--- src/hw/rtl/sdspi_pkg.sv ---
`default_nettype none
package sdspi_pkg;

  // Field widths
  localparam int unsigned INDEX_W  = 6;
  localparam int unsigned ARG_W    = 32;
  localparam int unsigned RTYPE_W  = 2;
  localparam int unsigned RESP_W   = 16;
  localparam int unsigned FRAME_W  = 48;
  localparam int unsigned COUNT_W  = 6;

  localparam int unsigned GAP_CLOCKS_DEF = 8;

  // Item kinds
  localparam logic CMD_TICK  = 1'b0;
  localparam logic CMD_START = 1'b1;

  // Response types (zero behaves as R1)
  localparam logic [RTYPE_W-1:0] RESP_R1  = 2'd1;
  localparam logic [RTYPE_W-1:0] RESP_R1B = 2'd2;
  localparam logic [RTYPE_W-1:0] RESP_R2  = 2'd3;

  // Frame bytes
  localparam logic [7:0] START_BITS = 8'h40;
  localparam logic [7:0] CRC_CMD0   = 8'h95;
  localparam logic [7:0] CRC_DUMMY  = 8'hFF;
  localparam logic [7:0] BYTE_IDLE  = 8'hFF;
  localparam logic [7:0] R1_HIGH    = 8'hFF;

  // Bit counts per phase (last count value)
  localparam logic [COUNT_W-1:0] SEND_LAST = 6'd47;
  localparam logic [COUNT_W-1:0] BYTE_LAST = 6'd7;
  localparam logic [COUNT_W-1:0] R2_LAST   = 6'd15;

  typedef enum logic [6:0] {
    PH_IDLE = 7'b0000001,
    PH_SEND = 7'b0000010,
    PH_GAP  = 7'b0000100,
    PH_R1   = 7'b0001000,
    PH_BUSY = 7'b0010000,
    PH_R2   = 7'b0100000,
    PH_TAIL = 7'b1000000
  } phase_t;

  typedef struct packed {
    logic               command;
    logic [INDEX_W-1:0] cmd_index;
    logic [ARG_W-1:0]   cmd_arg;
    logic [RTYPE_W-1:0] resp_type;
    logic               keep_selected;
    logic               miso_bit;
  } cmd_item_t;

  typedef struct packed {
    logic              clock_pulse;
    logic              mosi;
    logic              select_n;
    logic              active;
    logic              done_res;
    logic [RESP_W-1:0] response;
  } res_item_t;

endpackage
`default_nettype wire

--- src/hw/rtl/sdspi_stream_if.sv ---
`default_nettype none
interface sdspi_stream_if #(
  parameter type item_t = logic
);
  logic  valid;
  logic  ready;
  item_t data;

  modport source (output valid, output data, input ready);
  modport sink (input valid, input data, output ready);
endinterface
`default_nettype wire

--- src/hw/rtl/sd_spi_command_engine.sv ---
// Each accepted item's result item is registered in the output register.
// Throughput: 1 item per cycle; a tick item gives an SCLK pulse only while a command runs, a start item none.
// The output register refills in the cycle it is drained, so the engine stalls
// only while a result waits untaken.
// Reset (rst, synchronous, active high): engine idle, select released,
// output register empty.
`default_nettype none
module sd_spi_command_engine #(
  parameter int unsigned GAP_CLOCKS = sdspi_pkg::GAP_CLOCKS_DEF
) (
  input  wire            clk,
  input  wire            rst,
  sdspi_stream_if.sink   cmd,
  sdspi_stream_if.source res
);

  // Last count of the gap and tail phases
  localparam logic [sdspi_pkg::COUNT_W-1:0] GAP_LAST =
    sdspi_pkg::COUNT_W'(GAP_CLOCKS - 1);

  // Engine state
  sdspi_pkg::phase_t                  phase, phase_next;
  logic [sdspi_pkg::COUNT_W-1:0]      bit_count, bit_count_next;
  logic [sdspi_pkg::FRAME_W-1:0]      frame_shift, frame_shift_next;
  logic [sdspi_pkg::RESP_W-1:0]       receive_shift, receive_shift_next;
  logic [sdspi_pkg::RTYPE_W-1:0]      latched_resp_type, latched_resp_type_next;
  logic                               latched_keep, latched_keep_next;
  logic                               select_level, select_level_next;

  // Output register
  logic                  res_valid;
  sdspi_pkg::res_item_t  res_data, res_data_next;

  logic accept;
  logic last_bit;
  logic [7:0] byte_shift;
  logic [7:0] busy_shift;
  logic [sdspi_pkg::RESP_W-1:0] r2_shift;
  logic [7:0] crc_byte;
  logic clk_pulse, mosi_bit, done, finish;
  logic [sdspi_pkg::RESP_W-1:0] finish_value;

  // Take a new item whenever the result slot is empty or being drained
  assign cmd.ready = !res_valid || res.ready;
  assign accept    = cmd.valid && cmd.ready;

  assign res.valid = res_valid;
  assign res.data  = res_data;

  // Shift candidates for the receive phases
  assign byte_shift = {receive_shift[6:0], cmd.data.miso_bit};
  assign busy_shift = {receive_shift[6:0], cmd.data.miso_bit};
  assign r2_shift   = {receive_shift[sdspi_pkg::RESP_W-2:0], cmd.data.miso_bit};
  assign crc_byte   = (cmd.data.cmd_index == '0) ? sdspi_pkg::CRC_CMD0
                                                 : sdspi_pkg::CRC_DUMMY;

  always_comb begin
    phase_next             = phase;
    bit_count_next         = bit_count;
    frame_shift_next       = frame_shift;
    receive_shift_next     = receive_shift;
    latched_resp_type_next = latched_resp_type;
    latched_keep_next      = latched_keep;
    select_level_next      = select_level;
    clk_pulse              = 1'b0;
    mosi_bit               = 1'b1;
    done                   = 1'b0;
    finish                 = 1'b0;
    finish_value           = '0;
    last_bit               = 1'b0;

    if (cmd.data.command == sdspi_pkg::CMD_START) begin
      // Start abandons anything in flight
      frame_shift_next       = {sdspi_pkg::START_BITS | {2'b00, cmd.data.cmd_index},
                                cmd.data.cmd_arg, crc_byte};
      latched_resp_type_next = cmd.data.resp_type;
      latched_keep_next      = cmd.data.keep_selected;
      receive_shift_next     = '0;
      bit_count_next         = '0;
      select_level_next      = 1'b0;
      phase_next             = sdspi_pkg::PH_SEND;
    end else if (phase != sdspi_pkg::PH_IDLE) begin
      clk_pulse      = 1'b1;
      bit_count_next = bit_count + 1'b1;
      case (phase)
        sdspi_pkg::PH_SEND: begin
          mosi_bit         = frame_shift[sdspi_pkg::FRAME_W-1];
          frame_shift_next = {frame_shift[sdspi_pkg::FRAME_W-2:0], 1'b0};
          if (bit_count == sdspi_pkg::SEND_LAST) begin
            bit_count_next = '0;
            phase_next     = sdspi_pkg::PH_GAP;
          end
        end
        sdspi_pkg::PH_GAP: begin
          if (bit_count == GAP_LAST) begin
            bit_count_next     = '0;
            receive_shift_next = '0;
            phase_next = (latched_resp_type == sdspi_pkg::RESP_R2) ? sdspi_pkg::PH_R2
                                                                   : sdspi_pkg::PH_R1;
          end
        end
        sdspi_pkg::PH_R1: begin
          receive_shift_next = {8'h00, byte_shift};
          last_bit           = (bit_count == sdspi_pkg::BYTE_LAST);
          if (last_bit) begin
            bit_count_next = '0;
            if (byte_shift != sdspi_pkg::BYTE_IDLE) begin
              if (latched_resp_type == sdspi_pkg::RESP_R1B) begin
                receive_shift_next = {byte_shift, 8'h00};
                phase_next         = sdspi_pkg::PH_BUSY;
              end else begin
                finish       = 1'b1;
                finish_value = {sdspi_pkg::R1_HIGH, byte_shift};
              end
            end else begin
              receive_shift_next = '0;
            end
          end
        end
        sdspi_pkg::PH_BUSY: begin
          // High byte keeps the R1 byte, low byte collects busy bits
          receive_shift_next = {receive_shift[15:8], busy_shift};
          last_bit           = (bit_count == sdspi_pkg::BYTE_LAST);
          if (last_bit) begin
            bit_count_next = '0;
            if (busy_shift != 8'h00) begin
              finish       = 1'b1;
              finish_value = {sdspi_pkg::R1_HIGH, receive_shift[15:8]};
            end else begin
              receive_shift_next = {receive_shift[15:8], 8'h00};
            end
          end
        end
        sdspi_pkg::PH_R2: begin
          receive_shift_next = r2_shift;
          if (bit_count == sdspi_pkg::R2_LAST) begin
            finish       = 1'b1;
            finish_value = r2_shift;
          end
        end
        default: begin
          // Tail clocks, then report
          if (bit_count == GAP_LAST || phase != sdspi_pkg::PH_TAIL) begin
            bit_count_next = '0;
            done           = 1'b1;
            phase_next     = sdspi_pkg::PH_IDLE;
          end
        end
      endcase

      if (finish) begin
        receive_shift_next = finish_value;
        if (!latched_keep) begin
          select_level_next = 1'b1;
        end
        phase_next     = sdspi_pkg::PH_TAIL;
        bit_count_next = '0;
      end
    end

    res_data_next.clock_pulse = clk_pulse;
    res_data_next.mosi        = mosi_bit;
    res_data_next.select_n    = select_level_next;
    res_data_next.active      = (phase_next != sdspi_pkg::PH_IDLE);
    res_data_next.done_res    = done;
    res_data_next.response    = done ? receive_shift : '0;
  end

  always_ff @(posedge clk) begin
    if (rst) begin
      phase             <= sdspi_pkg::PH_IDLE;
      bit_count         <= '0;
      frame_shift       <= '0;
      receive_shift     <= '0;
      latched_resp_type <= sdspi_pkg::RESP_R1;
      latched_keep      <= 1'b0;
      select_level      <= 1'b1;
      res_valid         <= 1'b0;
    end else begin
      if (accept) begin
        phase             <= phase_next;
        bit_count         <= bit_count_next;
        frame_shift       <= frame_shift_next;
        receive_shift     <= receive_shift_next;
        latched_resp_type <= latched_resp_type_next;
        latched_keep      <= latched_keep_next;
        select_level      <= select_level_next;
        res_valid         <= 1'b1;
      end else if (res.ready) begin
        res_valid <= 1'b0;
      end
    end
  end

  // Result payload needs no reset
  always_ff @(posedge clk) begin
    if (accept) begin
      res_data <= res_data_next;
    end
  end

endmodule
`default_nettype wire

--- src/flat_wrapper.sv ---
// flat-port wrapper written by rule: the top's interface ports become plain ports
module sd_spi_command_engine_flat import sdspi_pkg::*;
#(
  parameter int unsigned GAP_CLOCKS = sdspi_pkg::GAP_CLOCKS_DEF
)
  (clk, rst, cmd_valid, cmd_data, cmd_ready, res_valid, res_data, res_ready);
  sdspi_stream_if #(.item_t(cmd_item_t)) cmd_i ();
  sdspi_stream_if #(.item_t(res_item_t)) res_i ();
  input  wire clk;
  input  wire rst;
  input wire logic [$bits(cmd_i.valid)-1:0] cmd_valid;
  input wire logic [$bits(cmd_i.data)-1:0] cmd_data;
  output wire logic [$bits(cmd_i.ready)-1:0] cmd_ready;
  output wire logic [$bits(res_i.valid)-1:0] res_valid;
  output wire logic [$bits(res_i.data)-1:0] res_data;
  input wire logic [$bits(res_i.ready)-1:0] res_ready;
  assign cmd_i.valid = cmd_valid;
  assign cmd_i.data = cmd_data;
  assign cmd_ready = cmd_i.ready;
  assign res_valid = res_i.valid;
  assign res_data = res_i.data;
  assign res_i.ready = res_ready;
  sd_spi_command_engine #(.GAP_CLOCKS(GAP_CLOCKS)) u_core (.clk(clk), .rst(rst), .cmd(cmd_i), .res(res_i));
endmodule
--- config.mk ---
export PLATFORM = sky130hd
export DESIGN_NAME = sd_spi_command_engine_flat
export DESIGN_NICKNAME = d
export VERILOG_FILES = /design/src/hw/rtl/sdspi_pkg.sv /design/src/hw/rtl/sdspi_stream_if.sv /design/src/hw/rtl/sd_spi_command_engine.sv /design/src/flat_wrapper.sv
export SDC_FILE = /design/constraint.sdc
export NUM_CORES = 1
export LEC_CHECK = 0
export BUFFER_PORTS_ARGS = -buffer_cell sky130_fd_sc_hd__buf_2
export CORE_MARGIN = 3
export CORE_UTILIZATION = 30
export CTS_BUF_LIST = sky130_fd_sc_hd__clkbuf_8 sky130_fd_sc_hd__clkbuf_16
export DETAILED_ROUTE_END_ITERATION = 12
export MAX_ROUTING_LAYER = met4
export PLACE_DENSITY = 0.46
export SYNTH_ARGS = -nofsm -noshare
export SYNTH_HDL_FRONTEND = slang
export SYNTH_SLANG_ARGS = --single-unit
--- constraint.sdc ---
create_clock -name clk -period 2 [get_ports clk]
set_input_delay 0.3 -clock clk [delete_from_list [all_inputs] [get_ports clk]]
set_output_delay 0.3 -clock clk [all_outputs]
set_load 0.005 [all_outputs]
# Word-level counts from Yosys, hierarchy flattened
# Index checks and enable logic that the tools add are counted.
[op_classes] add_sub_neg=1 mul=0 div=0 order_cmp=0 n_eq_ne=16 shifts=0 n_mux=59 bitwise_logic=2 n_reduce_logical=20
[op_table] cell="$mux 16" count=14
[op_table] cell="$mux 48" count=3
[op_table] cell="$mux 7" count=10
[op_table] cell="$pmux 16 s4" count=1
[op_table] cell="$pmux 16 s3" count=1
[op_table] cell="$mux 6" count=7
[op_table] cell="$pmux 7 s4" count=1
[op_table] cell="$mux 1" count=19
[op_table] cell="$pmux 6 s3" count=1
[op_table] cell="$ne 7x1->1 const B" count=2
[op_table] cell="$mux 8" count=1
[op_table] cell="$ne 8x8->1 const B" count=1
[op_table] cell="$reduce_bool 8->1" count=1
[op_table] cell="$eq 7x2->1 const B" count=1
[op_table] cell="$eq 7x3->1 const B" count=1
[op_table] cell="$eq 7x4->1 const B" count=1
[op_table] cell="$eq 7x5->1 const B" count=1
[op_table] cell="$eq 7x6->1 const B" count=1
[op_table] cell="$ne 7x7->1 const B" count=1
[op_table] cell="$add 6x1->6 const B" count=1
[op_table] cell="$eq 6x3->1 const B" count=1
[op_table] cell="$eq 6x4->1 const B" count=1
[op_table] cell="$eq 6x6->1 const B" count=1
[op_table] cell="$logic_not 6->1" count=1
[op_table] cell="other kinds (18)" count=25
[word_totals] reg_bits=103 latchBits=0 mem_bits_rw=0 romBits=0 output_inout_bits=23 word_cells=113 n_memories=0

# Logic depth before layout (Yosys ltp)
[logic_depth] word_depth=11 mapped_depth=10 mapped_depth_nobuf=7

# Worst setup path after synthesis
# OpenSTA, ideal clock, no wires.
[synth_path] kind="reg-to-reg" startpoint="register u_core.bit_count[0] in the netlist's numbering" endpoint="register u_core.res.data[17] (netlist name)" setup_time_ns=0.267 arrival_ns=1.884 t_required_ns=1.733 path_slack_ns=-0.152 path_stages_with_launch=9 n_path_buf=2 cell_sequence="dfxtp_1 ha_1 nor4bb_4 and2_1 buf_2 nor4_1 or3_1 buf_2 or2_1"
[synth_rtl] item="start, declared" line_no="sd_spi_command_engine.sv:23" rtl="logic [sdspi_pkg::COUNT_W-1:0] bit_count, bit_count_next;"
[synth_rtl] item="start signal, assigned" line_no="sd_spi_command_engine.sv:182" rtl="bit_count <= bit_count_next;"

# Worst setup path after layout
[layout_path] startpoint="register u_core.phase[4]" endpoint="register u_core.res.data[8] (netlist name)"
[layout_between] elab_chain_len=6 elab_cells_between_ends=13 cone_classes="eq/ne (7); mux (4); reduce/logical (2)"
[layout_lines] item="start, declared" line_no="sd_spi_command_engine.sv:22" rtl="sdspi_pkg::phase_t phase, phase_next;"
[layout_lines] item="start signal, assigned" line_no="sd_spi_command_engine.sv:171" rtl="phase <= sdspi_pkg::PH_IDLE;"
[layout_lines] item="start signal, assigned" line_no="sd_spi_command_engine.sv:181" rtl="phase <= phase_next;"
[layout_lines] item="$ne 7x7->1" line_no="sd_spi_command_engine.sv:143" rtl="if (bit_count == GAP_LAST || phase != sdspi_pkg::PH_TAIL) begin"
[layout_lines] item="$logic_or 1x1->1" line_no="sd_spi_command_engine.sv:143"
[layout_lines] item="$mux 1" line_no="sd_spi_command_engine.sv:143"
[layout_lines] item="$mux 1" line_no="sd_spi_command_engine.sv:85" rtl="case (phase)"
[layout_lines] item="$mux 1 *" line_no="sd_spi_command_engine.sv:82" rtl="end else if (phase != sdspi_pkg::PH_IDLE) begin"
[layout_lines] item="$mux 1 *" line_no="sd_spi_command_engine.sv:72" rtl="if (cmd.data.command == sdspi_pkg::CMD_START) begin"
[layout_lines] item="net u_core.done" line_no="sd_spi_command_engine.sv:40" rtl="logic clk_pulse, mosi_bit, done, finish;"
# The timed path passes the listed nets; every way through them passes the cells marked *.
# A chain may end at the register's enable or synchronous reset.

==> results.yml <==
critical_path:
  cp_max_fo: 7
  crit_arrival_ns: 2.30
  worst_setup_path_start_kind: "flop"
  crit_top_cell: "buf_6"
  crit_chain: "buf_6, xor2_2, a211oi_4, nor2_2, or3_4, nor3_4, buf_6, and2_4"
  worst_setup_path_end_kind: "flop"
  cp_slowest_cell: "or3_4"
  critical_path_required_ns: 2.22
  crit_family: "simple AND/OR/NAND/NOR gates"
  crit_buf_inv: 2
  critPathKind: "flop to flop"
  slowest_delay_ns: 0.43
die:
  core.rowCount: 46
  start_util_pct: 30.96
  die_h_microns: 134.7
  die_w_microns: 134.7
  core_sq_um: 16060
  ios: 70
  die-area_sq_um: 18150
detailed_routing:
  vias: 4526
  dr.pass1.iters: 4
  postRouteAntennaNets: 0
  wl_per_cell_microns: 15.48
  drtIter0Drc: 226
  avgViaCountPerCell: 5.057
  drcViolationCount: 0
  finalWirelength_microns: 13860
timing:
  finalCritPeriodShare_pct: 104.3
  fin_ws_ns: -0.08636
  setup_violations: 23
  tightest_slew_ns: 0.4573
  finalMaxSlewViolations: 0
  fmax_ghz: 0.4793
  finalClockSkew_ns: 0.006677
  hold_viol_final: 0
  min_period_ns: 2.086
  rsz0062_at_grt: "yes"
  hold_slack_ns: 0.2066
  worst_slew_margin_rel_pct: 69.51
power:
  powerDensity_nw_per_um2: 652.5
  p_seq_share_pct: 49.3
  vdd_ir_drop_max_v: 0.0003865
  p_comb_share_pct: 12.7
  p_sw_share_pct: 26.21
  power_leakage_nw: 2.763
  internal-power_w: 0.003385
  p_clk_share_pct: 38.0
  power.total_w: 0.004587
  power.switching_w: 0.001202
finish:
  seq_area_sq_um: 2286
  syn_to_final_growth_pct: 41.43
  n_antenna_cell: 0
  multi_input_area_sq_um: 2861
  drive_above_1_share_pct: 38.59
  nNetsFinal: 722
  n_fill_cell: 1539
cts:
  cts-root-buf: "clkbuf_16"
  clk_latency_ns: 0.35
  cts_tree: "done"
  clockBufferDepth: 2
  cts_max_level: 3
  path_clk_slew_ns: 0.07
  cts_buffers: 9
  cts_hold_repair.buffers: 0
  cts.sinks: 103
synth:
  synthTopCellsByCount: "82 x dfxtp_1, 52 x nor2_1, 41 x nand2_1"
  netlist_area_sq_um: 4971
  synthArstFlopShare_pct: 0
  yosysMostFrequentCell: "dfxtp_1"
  synth_cell_types: 67
  synth_area_leaders: "dfxtp_1 33%, edfxtp_1 13%, mux2i_1 7.7%"
  synth_top_area_share_pct: 33.02
  yosysSeqAreaShare_pct: 45.71
  synth_edf_count: 21
  ys.flop_type: "dfxtp_1"
  syn_nets: 575
  syn_inst: 527
  ys_warn_count: 0
  synth_top_cell_by_area: "dfxtp_1"
  synth-seq-cells: 103
  synth_area_per_cell_sq_um: 9.433
status:
  status: "complete, but fails checks"
  violations: "setup timing"
placement:
  hpwl_microns: 9795
  portBuffers: 69
  gp_congestion: 0.8456
run:
  cap_violations: 0
worst_hold_path:
  hp-class: "primary input to flop"
grt:
  grt_overflow: 0
  track_usage_pct: 15.47
  grt_max_degree: 63
  antenna_found_initial: 0
  grt_pass1_wl_microns: 22140
  grt_pass1_vias: 4399
[metrics by stage]
stage                TNS, ns  instances  utilization [%]  setup slack [ns]  cell area, sq um
floorplan           -0.01356        527                -          -0.01356              5004
global placement      -7.634        858            38.03           -0.2981              6107
detailed placement    -8.284        858            38.03           -0.3631              6107
CTS                   -1.576        882            41.51           -0.1053              6666
global route          -3.863        895            43.78           -0.1608              7030
finish               -0.9406        895            43.78          -0.08636              7030
[sequential cells by signal, summed over array words and instances (netlist names)]
register	flops
u_core.bit_count	6
u_core.select_level	1
u_core.latched_resp_type	2
u_core.frame_shift	48
u_core.phase	7
u_core.latched_keep	1
u_core.res.data	21
u_core.receive_shift	16
u_core.res.valid	1
[logic make-up (layout without fill, tap and decap cells)]
group / Yosys count / count (layout) / share of synthesized area [%]
xor gates and xnor gates: 4 / 4 / 0.7049
DFF: 103 / 103 / 45.71
muxes: 38 / 38 / 7.652
adders and majority gates: 1 / 1 / 0.2517
and+or+nand+nor: 184 / 184 / 20.09
buffers and inverters: 52 / 204 / 4.556
AOI/OAI and AO/OA: 145 / 145 / 21.04
[area by class of cell]
class	instances	area share, %
Timing Repair Buffer	173	17.89
Multi-Input combinational cell	372	40.70
Inverter	15	0.8009
Clock buffer	10	3.399
Tap cell	216	3.844
Sequential cell	103	32.51
Clock inverter	6	0.8542
[power by group through the flow]
stage / combinational [W] / clock (W) / sequential (W)
2_1_floorplan: 0.000305 / 0 / 0.00231
3_3_place_gp: 0.000514 / 0 / 0.00231
3_5_place_dp: 0.000521 / 0 / 0.00231
4_1_cts: 0.000547 / 0.00181 / 0.00226
5_1_grt: 0.000641 / 0.00188 / 0.00227
6_report: 0.000583 / 0.00174 / 0.00226
[worst min-delay path: cells and delay by family]
kind                   cells  cell delay (ns)
AND/OR/NAND/NOR            2             0.15
buffers and inverters      1             0.08
[layer usage]
metal,vias up,track usage (%),routed length (microns)
met1,2165,20.75,6678
li1,2256,-,-
met4,0,4.468,183
met2,90,24.26,6522
met3,15,2.496,473
met5,-,-,0
[layout by cell type, fill, tap and decap left out, types with 5 or more instances in the layout]
cell	n
dfxtp_2	5
a22o_1	9
and3_1	5
o211ai_1	6
dfxtp_1	75
buf_12	5
and2_4	8
mux2i_1	38
buf_2	68
a32o_1	7
o21ai_0	26
a21oi_1	21
buf_6	13
buf_4	86
inv_1	14
a211oi_1	38
nand2b_1	9
nand2_1	38
clkbuf_16	10
nor2_1	49
nand3_1	9
nand4_1	10
a31oi_1	5
nor4_4	9
edfxtp_1	21
[what timing repair did]
action	CTS	global route
gates cloned	0	1
setup buffers	11	12
pin swaps	19	25
resized for setup	41	61
endpoints found under the setup margin	57	93
[worst paths after layout]
path,cells past startpoint,from,end,slack (ns)
hold / removal,3,cmd_data[2],u_core.latched_resp_type[0],0.21
setup reg to reg,8,u_core.phase[4],u_core.res.data[8],-0.09
hold reg to reg,2,u_core.frame_shift[5],u_core.frame_shift[5],0.45
setup / recovery,8,u_core.phase[4],u_core.res.data[8],-0.09
Power figures use the tool's default switching activity.
